## src/hdl/fdd_pkg.sv

```systemverilog
// ----------------------------------------------------------------------------
// fdd_pkg
// Shared types and codes for the flip-dot row refresh controller.
// ----------------------------------------------------------------------------
package fdd_pkg;

	// operation codes of an input request
	localparam logic [2:0] OP_SET_DOT = 3'd0;
	localparam logic [2:0] OP_FILL    = 3'd1;
	localparam logic [2:0] OP_REFRESH = 3'd2;
	localparam logic [2:0] OP_BLANK   = 3'd3;
	localparam logic [2:0] OP_FLIP    = 3'd4;

	// controls from the sequencer to the bitmap store
	typedef struct packed {
		logic rd_en;
		logic tgt_we;
		logic act_we;
		logic fill;
		logic fill_value;
	} mem_ctl_t;

endpackage

```

## src/hdl/fdd_store.sv

```systemverilog
// ----------------------------------------------------------------------------
// fdd_store
// Target and actual bitmaps, one row per entry, with per-row valid bits.
// ----------------------------------------------------------------------------
module fdd_store #(
	parameter int ROWS = 16,
	parameter int COLS = 32,
	parameter int RW   = 4
) (
	input  logic             clk,
	input  logic             arst_n,
	input  fdd_pkg::mem_ctl_t ctl,
	input  logic [RW-1:0]    rd_row,
	input  logic [RW-1:0]    wr_row,
	input  logic [COLS-1:0]  tgt_wdata,
	input  logic [COLS-1:0]  act_wdata,
	output logic [COLS-1:0]  tgt_rdata,
	output logic [COLS-1:0]  act_rdata
);
	import fdd_pkg::*;

	logic [COLS-1:0] tgt_mem [ROWS];
	logic [COLS-1:0] act_mem [ROWS];
	logic [ROWS-1:0] tgt_vld_q;
	logic [ROWS-1:0] act_vld_q;
	logic            fill_q;
	logic [COLS-1:0] tgt_rd_q;
	logic [COLS-1:0] act_rd_q;
	logic            tgt_rv_q;
	logic            act_rv_q;

	always_ff @(posedge clk) begin
		if (ctl.tgt_we) begin
			tgt_mem[wr_row] <= tgt_wdata;
		end
		if (ctl.act_we) begin
			act_mem[wr_row] <= act_wdata;
		end
		if (ctl.rd_en) begin
			tgt_rd_q <= tgt_mem[rd_row];
			act_rd_q <= act_mem[rd_row];
			tgt_rv_q <= tgt_vld_q[rd_row];
			act_rv_q <= act_vld_q[rd_row];
		end
	end

	// target rows unwritten since reset or fill read as fill_q, actual as 0
	always_ff @(posedge clk or negedge arst_n) begin
		if (!arst_n) begin
			tgt_vld_q <= '0;
			act_vld_q <= '0;
			fill_q    <= 1'b0;
		end else begin
			if (ctl.fill) begin
				tgt_vld_q <= '0;
				fill_q    <= ctl.fill_value;
			end else if (ctl.tgt_we) begin
				tgt_vld_q[wr_row] <= 1'b1;
			end
			if (ctl.act_we) begin
				act_vld_q[wr_row] <= 1'b1;
			end
		end
	end

	assign tgt_rdata = tgt_rv_q ? tgt_rd_q : {COLS{fill_q}};
	assign act_rdata = act_rv_q ? act_rd_q : '0;

endmodule

```

## src/hdl/flip_dot_diff_refresh.sv

```systemverilog
// ----------------------------------------------------------------------------
// flip_dot_diff_refresh
// Flip-dot controller: target/actual bitmaps and a per-row flip scanner.
// ----------------------------------------------------------------------------
// Usage: an input request (operation, row, column, dot_value) is taken on
// in_valid && in_ready. Set dot, fill and unused codes give no flips. Refresh
// row sends one flip for every dot whose target differs from the actual state,
// lowest column first, and copies the target row into actual. Blank row sends
// an off flip for every column. Immediate flip sends one flip and updates
// actual. The final flip of a request carries last_flip.
// Timing: an accepted request is registered while the bitmap store reads its
// row, and the sequencer acts on that row in ST_EXEC; then the column scanner
// walks the row one column a cycle while no stall on out_ready holds it, up
// to the highest column that still has a flip pending. in_ready is high only
// while the sequencer is idle.
// Results sit in an output register; a stall on out_ready holds the scanner
// at its next pending column and keeps the flip stable. The next request can be
// taken while the final flip still waits there.
// Reset clears both bitmaps at once through per-row valid bits; no sweep.
// ----------------------------------------------------------------------------
module flip_dot_diff_refresh #(
	parameter int ROWS = 16,
	parameter int COLS = 32
) (
	input  logic       clk,
	input  logic       arst_n,
	input  logic       in_valid,
	output logic       in_ready,
	input  logic [2:0] operation,
	input  logic [3:0] row,
	input  logic [4:0] column,
	input  logic       dot_value,
	output logic       out_valid,
	input  logic       out_ready,
	output logic [3:0] flip_row,
	output logic [4:0] flip_column,
	output logic       flip_value,
	output logic       last_flip
);
	import fdd_pkg::*;

	localparam int RW = (ROWS > 1) ? $clog2(ROWS) : 1;
	localparam int CW = (COLS > 1) ? $clog2(COLS) : 1;

	typedef enum logic [2:0] {
		ST_IDLE = 3'b001,
		ST_EXEC = 3'b010,
		ST_SCAN = 3'b100
	} state_t;

	state_t          state_q;
	logic [2:0]      op_q;
	logic [3:0]      row_q;
	logic [4:0]      col_q;
	logic            val_q;
	logic [COLS-1:0] pending_q;
	logic [COLS-1:0] line_q;
	logic [CW-1:0]   col_cnt_q;
	logic            out_valid_q;
	logic [3:0]      flip_row_q;
	logic [4:0]      flip_column_q;
	logic            flip_value_q;
	logic            last_flip_q;

	mem_ctl_t        ctl;
	logic [RW-1:0]   rd_row;
	logic [RW-1:0]   wr_row;
	logic [COLS-1:0] tgt_wdata;
	logic [COLS-1:0] act_wdata;
	logic [COLS-1:0] tgt_rdata;
	logic [COLS-1:0] act_rdata;

	logic            accept;
	logic            row_ok;
	logic            col_ok;
	logic            in_row_ok;
	logic [COLS-1:0] dot_mask;
	logic [COLS-1:0] cur_mask;
	logic [COLS-1:0] pend_rest;
	logic            slot_free;
	logic            emit;
	logic            advance;

	fdd_store #(
		.ROWS(ROWS),
		.COLS(COLS),
		.RW  (RW)
	) u_store (
		.clk      (clk),
		.arst_n   (arst_n),
		.ctl      (ctl),
		.rd_row   (rd_row),
		.wr_row   (wr_row),
		.tgt_wdata(tgt_wdata),
		.act_wdata(act_wdata),
		.tgt_rdata(tgt_rdata),
		.act_rdata(act_rdata)
	);

	assign in_ready  = (state_q == ST_IDLE);
	assign accept    = in_valid && in_ready;
	assign in_row_ok = 7'(row) < 7'(ROWS);
	assign row_ok    = 7'(row_q) < 7'(ROWS);
	assign col_ok    = 7'(col_q) < 7'(COLS);
	assign dot_mask  = COLS'(1) << col_q;
	assign cur_mask  = COLS'(1) << col_cnt_q;
	assign pend_rest = pending_q & ~cur_mask;
	assign slot_free = !out_valid_q || out_ready;
	assign emit      = (state_q == ST_SCAN) && pending_q[col_cnt_q] && slot_free;
	assign advance   = (state_q == ST_SCAN) && (!pending_q[col_cnt_q] || slot_free);

	assign rd_row = RW'(row);
	assign wr_row = RW'(row_q);

	always_comb begin
		ctl            = '0;
		ctl.rd_en      = accept && in_row_ok;
		ctl.fill_value = val_q;
		tgt_wdata      = val_q ? (tgt_rdata | dot_mask) : (tgt_rdata & ~dot_mask);
		act_wdata      = val_q ? (act_rdata | dot_mask) : (act_rdata & ~dot_mask);
		if (state_q == ST_EXEC) begin
			unique case (op_q)
				OP_SET_DOT: ctl.tgt_we = row_ok && col_ok;
				OP_FILL:    ctl.fill   = 1'b1;
				OP_REFRESH: begin
					ctl.act_we = row_ok;
					act_wdata  = tgt_rdata;
				end
				OP_FLIP:    ctl.act_we = row_ok && col_ok;
				default:    ctl.act_we = 1'b0;
			endcase
		end
	end

	always_ff @(posedge clk or negedge arst_n) begin
		if (!arst_n) begin
			state_q   <= ST_IDLE;
			op_q      <= OP_SET_DOT;
			row_q     <= '0;
			col_q     <= '0;
			val_q     <= 1'b0;
			pending_q <= '0;
			line_q    <= '0;
			col_cnt_q <= '0;
		end else begin
			unique case (state_q)
				ST_IDLE: begin
					if (accept) begin
						op_q    <= operation;
						row_q   <= row;
						col_q   <= column;
						val_q   <= dot_value;
						state_q <= ST_EXEC;
					end
				end
				ST_EXEC: begin
					col_cnt_q <= '0;
					state_q   <= ST_IDLE;
					unique case (op_q)
						OP_REFRESH: begin
							if (row_ok) begin
								pending_q <= tgt_rdata ^ act_rdata;
								line_q    <= tgt_rdata;
								state_q   <= ST_SCAN;
							end
						end
						OP_BLANK: begin
							if (row_ok) begin
								pending_q <= '1;
								line_q    <= '0;
								state_q   <= ST_SCAN;
							end
						end
						OP_FLIP: begin
							if (row_ok && col_ok) begin
								pending_q <= dot_mask;
								line_q    <= {COLS{val_q}};
								state_q   <= ST_SCAN;
							end
						end
						default: state_q <= ST_IDLE;
					endcase
				end
				ST_SCAN: begin
					// the counter stops on the last pending column so it never runs past COLS-1
					if (pending_q == '0) begin
						state_q <= ST_IDLE;
					end else if (advance) begin
						pending_q <= pend_rest;
						if (pend_rest == '0) begin
							state_q <= ST_IDLE;
						end else begin
							col_cnt_q <= col_cnt_q + CW'(1);
						end
					end
				end
				default: state_q <= ST_IDLE;
			endcase
		end
	end

	always_ff @(posedge clk or negedge arst_n) begin
		if (!arst_n) begin
			out_valid_q <= 1'b0;
		end else if (emit) begin
			out_valid_q <= 1'b1;
		end else if (out_ready) begin
			out_valid_q <= 1'b0;
		end
	end

	always_ff @(posedge clk) begin
		if (emit) begin
			flip_row_q    <= row_q;
			flip_column_q <= 5'(col_cnt_q);
			flip_value_q  <= line_q[col_cnt_q];
			last_flip_q   <= (pend_rest == '0);
		end
	end

	assign out_valid   = out_valid_q;
	assign flip_row    = flip_row_q;
	assign flip_column = flip_column_q;
	assign flip_value  = flip_value_q;
	assign last_flip   = last_flip_q;

	// no pending flip below the scan column
	a_scan_order: assert property (@(posedge clk) disable iff (!arst_n)
		(state_q == ST_SCAN) |-> ((pending_q & (cur_mask - COLS'(1))) == '0))
		else $error("pending flip left behind the scan column");

	a_last_ends_scan: assert property (@(posedge clk) disable iff (!arst_n)
		(emit && (pend_rest == '0)) |=> (state_q == ST_IDLE))
		else $error("scan did not end after the final flip");

	a_empty_scan_ends: assert property (@(posedge clk) disable iff (!arst_n)
		((state_q == ST_SCAN) && (pending_q == '0)) |=> (state_q == ST_IDLE))
		else $error("scan with nothing pending did not end");

	a_accept_exec: assert property (@(posedge clk) disable iff (!arst_n)
		accept |=> (state_q == ST_EXEC))
		else $error("accepted request not executed");

endmodule
```

## config.mk

```make
export PLATFORM = sky130hd
export DESIGN_NAME = flip_dot_diff_refresh
export DESIGN_NICKNAME = d
export VERILOG_FILES = /design/src/hdl/fdd_pkg.sv /design/src/hdl/fdd_store.sv /design/src/hdl/flip_dot_diff_refresh.sv
export SDC_FILE = /design/constraint.sdc
export NUM_CORES = 1
export LEC_CHECK = 0
export BUFFER_PORTS_ARGS = -buffer_cell sky130_fd_sc_hd__buf_2
export CAP_MARGIN = 30
export CORE_MARGIN = 3
export CORE_UTILIZATION = 46
export CTS_BUF_LIST = sky130_fd_sc_hd__clkbuf_16
export DETAILED_ROUTE_END_ITERATION = 10
export PLACE_DENSITY = 0.63
export SETUP_SLACK_MARGIN = 0.15
export SLEW_MARGIN = 20
export SYNTH_ARGS = -nofsm -noshare
export SYNTH_HDL_FRONTEND = slang
export SYNTH_SLANG_ARGS = --single-unit
```

## constraint.sdc

```tcl
create_clock -name clk -period 5.1 [get_ports clk]
set_input_delay 1.275 -clock clk [delete_from_list [all_inputs] [get_ports clk]]
set_output_delay 1.275 -clock clk [all_outputs]
set_load 0.05 [all_outputs]
```

# ---- Word-level counts from Yosys, hierarchy flattened
# Memory sizes are Yosys's and may differ from the RTL's. A register that Yosys moved wholly into a read port is not among the register bits.
# Index checks and enable logic that the tools add are counted.
dict set report word_totals {
  reg_bits 132
  mem_bits_rw 1024
  inputBits 17
  output_inout_bits 13
  wordCells 117
  mem_count 2
}
# name depth word_bits read_ports rd_clocked_by_memory_dff write_ports line_no
set memory_table {}
lappend memory_table {u_store.act_mem 16 32 1 1 1 fdd_store.sv:23} ;# logic [COLS-1:0] act_mem [ROWS];
lappend memory_table {u_store.tgt_mem 16 32 1 1 1 fdd_store.sv:22} ;# logic [COLS-1:0] tgt_mem [ROWS];
dict set report classes {
  n_addsub 1
  magnitude_cmp 4
  n_eq_ne 14
  shift 2
  mux 43
  bitwise_logic 10
  reduce_logical 23
}
# operator n
set op_table {}
lappend op_table {{2-to-1 mux 32 bit} 8}
lappend op_table {{one-hot mux 32 bit (3 select lines)} 2}
lappend op_table {{AND 32 bit} 3}
lappend op_table {{zero test 32 bit} 2}
lappend op_table {{inverter 32 bit} 2}
lappend op_table {{bitwise OR 32 bit} 2}
lappend op_table {{one-hot mux 32 bit (2 select lines)} 1}
lappend op_table {{left shift 1 x 5 -> 32 bit, first input constant} 2}
lappend op_table {{2-to-1 mux 16 bit} 2}
lappend op_table {{bitwise OR 16 bit} 2}
lappend op_table {{XOR 32 bit} 1}
lappend op_table {{2-to-1 mux 3 bit} 6}
lappend op_table {{2-to-1 mux 5 bit} 3}
lappend op_table {{2-to-1 mux 1 bit} 14}
lappend op_table {{binary-select mux 1 bit (select 5 bit)} 2}
lappend op_table {{less-than comparator 4 x 5 -> 1 bit, second input constant} 2}
lappend op_table {{one-hot mux 5 bit (2 select lines)} 1}
lappend op_table {{== test 3 x 2 -> 1 bit, second input constant} 3}
lappend op_table {{one-hot mux 3 bit (3 select lines)} 1}
lappend op_table {{binary-select mux 1 bit (select 4 bit)} 2}
lappend op_table {{AND reduction 4 bit} 2}
lappend op_table {{== test 3 x 1 -> 1 bit, second input constant} 2}
lappend op_table {{== test 3 bit, second input constant} 2}
lappend op_table {{less-than comparator 5 x 6 -> 1 bit, second input constant} 1}
lappend op_table {{other kinds (18)} 29}

# ---- Longest topological paths before layout
# Gate-level depths: netlist of the first run.
dict set report logic_depth {
  ltp_word 8
  depth_mapped 12
  ltp_nobuf 9
}

# ---- Modules after synthesis
# Synthesis of the first run repeated with hierarchy kept, for this count alone.
dict set report hier_totals {
  hier_cells 2753
  area_unflattened_um2 49577.5
}
# mod n_inst cells_each area_each_um2 seq_area_each_um2
set by_module_without_submodules {}
lappend by_module_without_submodules {fdd_store 1 1892 42268.0 33557.2}
lappend by_module_without_submodules {flip_dot_diff_refresh 1 861 7309.5 2483.6}

# ---- Least setup slack after synthesis of the first run
# No wires, ideal clock.
dict set report synth_path {
  path_type {reg2reg}
  start {reg state_q[0]}
  end {reg col_q[3]}
  t_arrival_ns 4.789
  required_time_ns 4.969
  setup_slack_ns 0.180
  path_stages_with_launch 6
  n_path_buf 2
  path_cell_list {dfstp_2 nor3b_1 and2_1 clkbuf_1 buf_1 mux2_2}
}
dict set report synth_via {
  elab_chain_len 3
}
# item line_no
set synth_lines {}
lappend synth_lines {{start, declared} flip_dot_diff_refresh.sv:51} ;# state_t state_q;
lappend synth_lines {{start signal, assigned} flip_dot_diff_refresh.sv:137} ;# state_q <= ST_IDLE;
lappend synth_lines {{start signal, assigned} flip_dot_diff_refresh.sv:153} ;# state_q <= ST_EXEC;
lappend synth_lines {{start signal, assigned} flip_dot_diff_refresh.sv:158} ;# state_q <= ST_IDLE;
lappend synth_lines {{== test 3 x 1 -> 1 bit} flip_dot_diff_refresh.sv:100} ;# assign in_ready = (state_q == ST_IDLE);
lappend synth_lines {{via in_ready} flip_dot_diff_refresh.sv:28} ;# output logic in_ready,
lappend synth_lines {{logical AND 1 bit} flip_dot_diff_refresh.sv:101} ;# assign accept = in_valid && in_ready;
lappend synth_lines {{via accept} flip_dot_diff_refresh.sv:73} ;# logic accept;
lappend synth_lines {{AND reduction 2 bit (no source line)} n/a}
lappend synth_lines {{end signal, assigned} flip_dot_diff_refresh.sv:151} ;# col_q <= column;
lappend synth_lines {{end, declared} flip_dot_diff_refresh.sv:54} ;# logic [4:0] col_q;
# The timed path passes the listed nets, and every way through them passes these cells.
# A chain may end at the register's enable or synchronous reset.

# ---- Final worst setup path of the first run
dict set report layout_path {
  start {reg state_q[2]}
  end {mem u_store.tgt_mem[10][3], enable pin}
}
dict set report layout_via {
  elab_chain_len 4
}
# item line_no
set layout_lines {}
lappend layout_lines {{== test 3 x 2 -> 1 bit} flip_dot_diff_refresh.sv:121} ;# if (state_q == ST_EXEC) begin
lappend layout_lines {{2-to-1 mux 3 bit} flip_dot_diff_refresh.sv:121}
lappend layout_lines {{2-to-1 mux 1 bit} fdd_store.sv:33} ;# if (ctl.tgt_we) begin
lappend layout_lines {{2-to-1 mux 1 bit (implied by the code)} fdd_store.sv:34} ;# tgt_mem[wr_row] <= tgt_wdata;
lappend layout_lines {{end, declared} fdd_store.sv:22}
# No other way between the ends.

==> impl_metrics.toml, run 1 <==
[route]
first_pass_iters = 6
vias_per_cell = 6.14
drc = 0
avgRoutedWirePerCell_um = 29.3
vias = 26000
drt_wl_total_um = 124000
ant_nets = 0
drt_iter0_drc = 3111

[floorplanning]
core_area_sq_um = 106000
std_cell_rows = 119
start_util_pct = 46.6
pin_count = 30
die_height_um = 333
die_area_sq_um = 111000
dieWidth_um = 333

[critical_path]
worstPathArrival_ns = 4.10
worstSetupPathType = "flip-flop to flip-flop"
worstPathMaxFanout = 18
cp-end-kind = "flip-flop"
r2r_start = "state_q[2]"
cp.required_ns = 5.45
reg2reg_depth = 5
r2r_end = "u_store.tgt_mem[10][3]"
rrSetupSlack_ns = 1.35
crit_path_start_kind = "flip-flop"

[final_layout]
stdcell_area_sq_um = 56100
fin_util_pct = 53.0
layout-drive-gt1-share_pct = 27.6
nNetsFinal = 2767
syn2layout_area_growth_pct = 13.8

[sta]
fin_crit_ns = 3.75
clock_skew_ns = 0.0269
tightest_slew_ns = 1.08
rsz0062_at_grt = "false"
hold_violations = 0
setup_viol = 0
fin_crit_sh_pct = 73.5
relSlewSlack_pct = 28.0
slew_violations = 0
max_freq_mhz = 267
setup_tns_ns = 0

[clock_network]
ctsResizeCount = 0
tritoncts = "yes"
post_cts_buffers = 0
hold_buffers = 0
path_clk_slew_ns = 0.07
cts_max_path_buffers = 3
clk_latency_ns = 0.71
cts_sinks = 1220
h-tree-depth = 3
cts_buffers = 114
ctsRootBufferMaster = "clkbuf_16"

[yosys]
async_flop_share_pct = 9.75
ys_ff_latch = 1220
synth_edf_count = 1101
synth_top_area_share_pct = 67.1
yosys_warnings = 0
synth_cells = 2612
synth_nets = 2635
ys_seq_area_share_pct = 73.2
ys_types = 66
post-synth-top-count-cell = "edfxtp_1"
netlist_area_sq_um = 49300
synth_common_cells = "edfxtp_1 (1101), mux4_2 (340), nand2_1 (158)"
synth_top_area_cell = "edfxtp_1"
avgSynthCellArea_sq_um = 18.9
ys.flop_type = "edfxtp_1"
yosys-top-cells-area = "edfxtp_1 (67%), mux4_2 (16%), dfrtp_1 (6.0%)"

[run_status]
status = "finished clean"

[place]
io_buffers = 29
dp_hpwl_um = 72400
gp_congestion = 0.956
place_area_sq_um = 52100

[global_route]
antenna_found_initial = 0
grt_pass1_wl_um = 182000
track_usage_pct = 22.4
grt_max_degree = 120
grt_overflow = 0
grt_pass1_vias = 26000

[hold_path]
holdCritPathClass = "flip-flop to flip-flop"
hold-path-cell-count = 1
min-delay-start = "u_store.act_vld_q[14]"
holdPathEnd = "u_store.act_vld_q[14]"

[power]
power.total_mw = 21.5
powerDensity_nw_per_um2 = 384
ir_drop_mv = 0.335
p_leak_nw = 15.6

[job]
drv_cap = 0
## registers in the layout (all words and copies together), names as in the netlist, 3 cells and up
signal,cells
flip_row,4
line_q,32
u_store.tgt_mem,512
row_q,4
u_store.act_vld_q,16
col_cnt_q,5
u_store.act_mem,512
op_q,3
u_store.tgt_vld_q,16
pending_q,32
flip_column,5
col_q,5
u_store.act_rd_q,32
u_store.tgt_rd_q,32
state_q,3
## logic make-up (layout without fill, tap and decap cells)
logic type | after synthesis | after routing | synth area share [%]
AO/OA/AOI/OAI | 364 | 364 | 4.27
XOR/XNOR | 33 | 33 | 0.587
adder cells (fa/ha/maj) | 6 | 6 | 0.152
buffers and inverters | 163 | 394 | 1.33
flip-flops | 1220 | 1220 | 73.2
multiplexers | 379 | 379 | 16.4
other | 0 | 1 | 0
AND/OR/NAND/NOR | 447 | 447 | 4.13
## metal layers
| metal | global-route usage, % | up-vias | wire (um) | share of wire [%] |
|---|---|---|---|---|
| met4 | 6.80 | 0 | 3580 | 2.9 |
| li1 | - | 10900 | - | - |
| met5 | 0 | - | 0 | 0 |
| met3 | 2.97 | 219 | 8500 | 6.8 |
| met2 | 36.6 | 1132 | 61100 | 49 |
| met1 | 31.8 | 13800 | 51100 | 41 |
## report_power, final
| part | switching [mW] | total (mW) | leakage (nW) | internal, mW |
|---|---|---|---|---|
| Sequential | 0.308 | 11.2 | 9.29 | 10.9 |
| Clock | 3.72 | 8.69 | 1.95 | 4.97 |
| Combinational | 1.01 | 1.61 | 4.40 | 0.596 |
| Total | 5.04 | 21.5 | 15.6 | 16.5 |
## cell type report
type,count,area (sq um)
Antenna cell,1,2.50
Sequential cell,1220,36000
Timing Repair Buffer,173,1490
Tap cell,1391,1740
Multi-Input combinational cell,1229,12900
Clock buffer,116,2900
Inverter,6,22.5
Clock inverter,99,970
Fill cell,8140,49700
## critical path, stage by stage, from the launching register on
cell,delay [ns]
dfrtp_1,0.41
or3b_2,0.55
nor4_1,0.63
nand3b_1,0.49
nor2_4,0.83
buf_4,0.47
## how the worst max path moves through the flow
stage / from / endpoint / slack, ns
floorplan: state_q[0] / col_q[3] / 0.18
global placement: row[0] / u_store.tgt_rd_q[22] / 1.41
detailed placement: row[0] / u_store.tgt_rd_q[20] / 1.36
CTS: state_q[2] / u_store.tgt_mem[10][0] / 1.39
global route: state_q[2] / u_store.tgt_mem[14][8] / 1.16
finish: state_q[2] / u_store.tgt_mem[10][3] / 1.35
## stage by stage
step	hold WS [ns]	worst slack, ns	std cells
2_1_floorplan	0.420	0.180	2612
3_3_place_gp	0.448	1.41	3991
3_5_place_dp	0.449	1.36	4014
4_1_cts	0.466	1.39	4229
5_1_grt	0.477	1.16	4234
6_report	0.465	1.35	4235
## layout by cell type, fill, tap and decap left out, types with 9 or more instances in the layout
| cell | instances |
|---|---|
| edfxtp_1 | 1101 |
| mux4_2 | 340 |
| nand2_1 | 157 |
| o21ai_0 | 136 |
| nor2_1 | 119 |
| dfrtp_1 | 118 |
| clkbuf_16 | 116 |
| buf_4 | 113 |
| a21oi_1 | 105 |
| nand3_1 | 37 |
| buf_2 | 34 |
| a31oi_1 | 28 |
| inv_1 | 25 |
| nor2_4 | 24 |
| clkinv_2 | 22 |
| mux2i_1 | 20 |
| xnor2_1 | 20 |
| clkinv_1 | 20 |
| nand2b_1 | 18 |
| or2_2 | 18 |
| mux2_2 | 17 |
| o21a_1 | 17 |
| bufinv_16 | 16 |
| xor2_1 | 13 |
| buf_12 | 13 |
| nor4_1 | 12 |
| clkinvlp_4 | 11 |
| nor2b_1 | 10 |
| a221oi_1 | 10 |
| nor3b_1 | 9 |
Note: power is estimated with default switching activity, not from simulation.
==> run 2: changes to the inputs <==
Settings changed: PLACE_DENSITY 0.63 to 0.65.
Clock period 5.1 ns to 3 ns, I/O delays scaled along.
==> run 2 against run 1 <==
  * Global-route usage rose by 0.16 points
  * Non-clock buffer count is 59 higher
  * Via count rose by 0.62%
  * Critical path depth increased by 4
  * Utilization increased by 0.79 points
  * First-iteration DRC count decreased by 8.1%
  * Sequential power up 71%
  * Design area grew 1.5%
  * Largest cell class unchanged
  * Clock skew is 0.0043 ns lower
  * Fmax increased by 37%
  * Wire length up 0.21%
==> impl_metrics.toml, run 2 (same netlist as run 1, synthesis figures left out) <==
[clock_network]
path_clk_slew_ns = 0.06
post_cts_buffers = 0
cts_buffers = 114
hold_buffers = 0
cts_max_path_buffers = 3
clk_latency_ns = 0.69
ctsResizeCount = 0
cts_sinks = 1220
tritoncts = "yes"
ctsRootBufferMaster = "clkbuf_16"
h-tree-depth = 3

[route]
vias_per_cell = 6.10
drc = 0
avgRoutedWirePerCell_um = 29.0
vias = 26200
first_pass_iters = 5
met1_length_um = 52300
wl_met2_um = 59600
topRoutingLayerUsed = "met4"
drt_iter0_drc = 2860
wl_met3_um = 9110
drt_wl_total_um = 125000
ant_nets = 0

[sta]
hold_violations = 0
setup_ws_ns = 0.260
setup_tns_ns = 0
slew_violations = 0
tightest_slew_ns = 0.849
setup_viol = 0
fin_crit_sh_pct = 91.3
clock_skew_ns = 0.0226
rsz0062_at_grt = "false"
relSlewSlack_pct = 43.1
hold-worst-slack_ns = 0.0638
fin_crit_ns = 2.74
max_freq_mhz = 365

[global_route]
grt_overflow = 0
grt_pass1_vias = 26500
antenna_found_initial = 2
grt_pass1_wl_um = 183000
grt_max_degree = 52
track_usage_pct = 22.6

[power]
p_leak_nw = 16.0
powerDensity_nw_per_um2 = 636
ir_drop_mv = 0.430

[critical_path]
worstSetupPathType = "flip-flop to flip-flop"
rrSetupSlack_ns = 0.26
path_cells = "buf_4 > mux2_2 > o32a_1 > nor2_1 > nand4_1 > nor4_4 > buf_4 > nor4_2 > a211o_1"
worstPathArrival_ns = 3.31
crit_top_cell = "buf_4"
cp.required_ns = 3.57
critical_path.top_delay_family = "simple AND/OR/NAND/NOR gates"
worstPathMaxFanout = 15
path_buf_inv = 2
slowest_stage = "dfrtp_1"
cp_slowest_stage_delay_ns = 0.55
cp-end-kind = "flip-flop"
crit_path_start_kind = "flip-flop"

[floorplanning]
die_height_um = 333
std_cell_rows = 119
start_util_pct = 46.6
die_area_sq_um = 111000
core_area_sq_um = 106000
dieWidth_um = 333
pin_count = 30

[place]
place_area_sq_um = 53200
io_buffers = 29
place_ws_ns = 0.293
gp_congestion = 0.919
dp_hpwl_um = 73400

[final_layout]
antenna_cells = 0
nNetsFinal = 2826
largestRegisters = "u_store.act_mem x512, u_store.tgt_mem x512"
final_common_cell = "edfxtp_1"
syn2layout_area_growth_pct = 15.5
final_cell_mix = "edfxtp_1 (1101), mux4_2 (340), nand2_1 (157)"
stdcell_area_sq_um = 56900
nFillCells = 8077
layout-drive-gt1-share_pct = 28.6

[run_status]
status = "finished clean"

[hold_path]
holdCritPathClass = "primary input to asynchronous set/reset pin"

[job]
drv_cap = 0
run 2: cell types whose count changed in the layout (fill, tap and decap cells not counted), sizes merged:
cell and delta:
clkinvlp -6, clkbuf -1, bufinv -6, clkinv +9, buf +60, diode -1, inv -1
run 2: final timing paths:
kind	depth (start not counted)	start	endpoint
setup / recovery	9	col_cnt_q[3]	col_cnt_q[4]
hold / removal	1	arst_n	out_valid
setup reg to reg	9	col_cnt_q[3]	col_cnt_q[4]
hold reg to reg	1	u_store.act_vld_q[13]	u_store.act_vld_q[13]
max in group asynchronous	2	arst_n	u_store.act_vld_q[10]
min in group clk	2	operation[2]	op_q[2]
run 2: final cells by class:
cell class              count  area [sq um]  area share (%)
well taps                1391          1740            3.06
repair buffers            232          2530            4.46
clock inverters            95           727            1.28
inverters                   6          22.5          0.0396
multi-input cells        1229         12900            22.7
flip-flops and latches   1220         36000            63.4
clock buffers             116          2900            5.10
run 2: worst reg2reg max path: stages (launching register included):
cell	delay (ns)
dfrtp_1	0.55
buf_4	0.28
mux2_2	0.35
o32a_1	0.32
nor2_1	0.14
nand4_1	0.21
nor4_4	0.20
buf_4	0.23
nor4_2	0.07
a211o_1	0.27
run 2: layer usage:
metal | global-route usage, % | vias up
met5 | 0 | -
met4 | 6.66 | 0
met3 | 3.47 | 217
met2 | 35.7 | 1173
met1 | 32.9 | 13800
li1 | - | 11000
run 2: per-stage QoR:
| stage | power (mW) | cells | utilization [%] |
|---|---|---|---|
| after floorplan | 21.3 | 2612 | - |
| after global routing | 37.4 | 4289 | 53.8 |
| after CTS | 36.4 | 4287 | 53.8 |
| after detailed placement | 22.4 | 4076 | 50.3 |
| after global placement | 22.4 | 4072 | 50.3 |
| final | 36.2 | 4289 | 53.8 |
run 2: where the power goes:
| part | switching [mW] | internal (mW) |
|---|---|---|
| registers | 0.462 | 18.6 |
| logic | 1.90 | 1.21 |
| clock network | 6.14 | 7.86 |
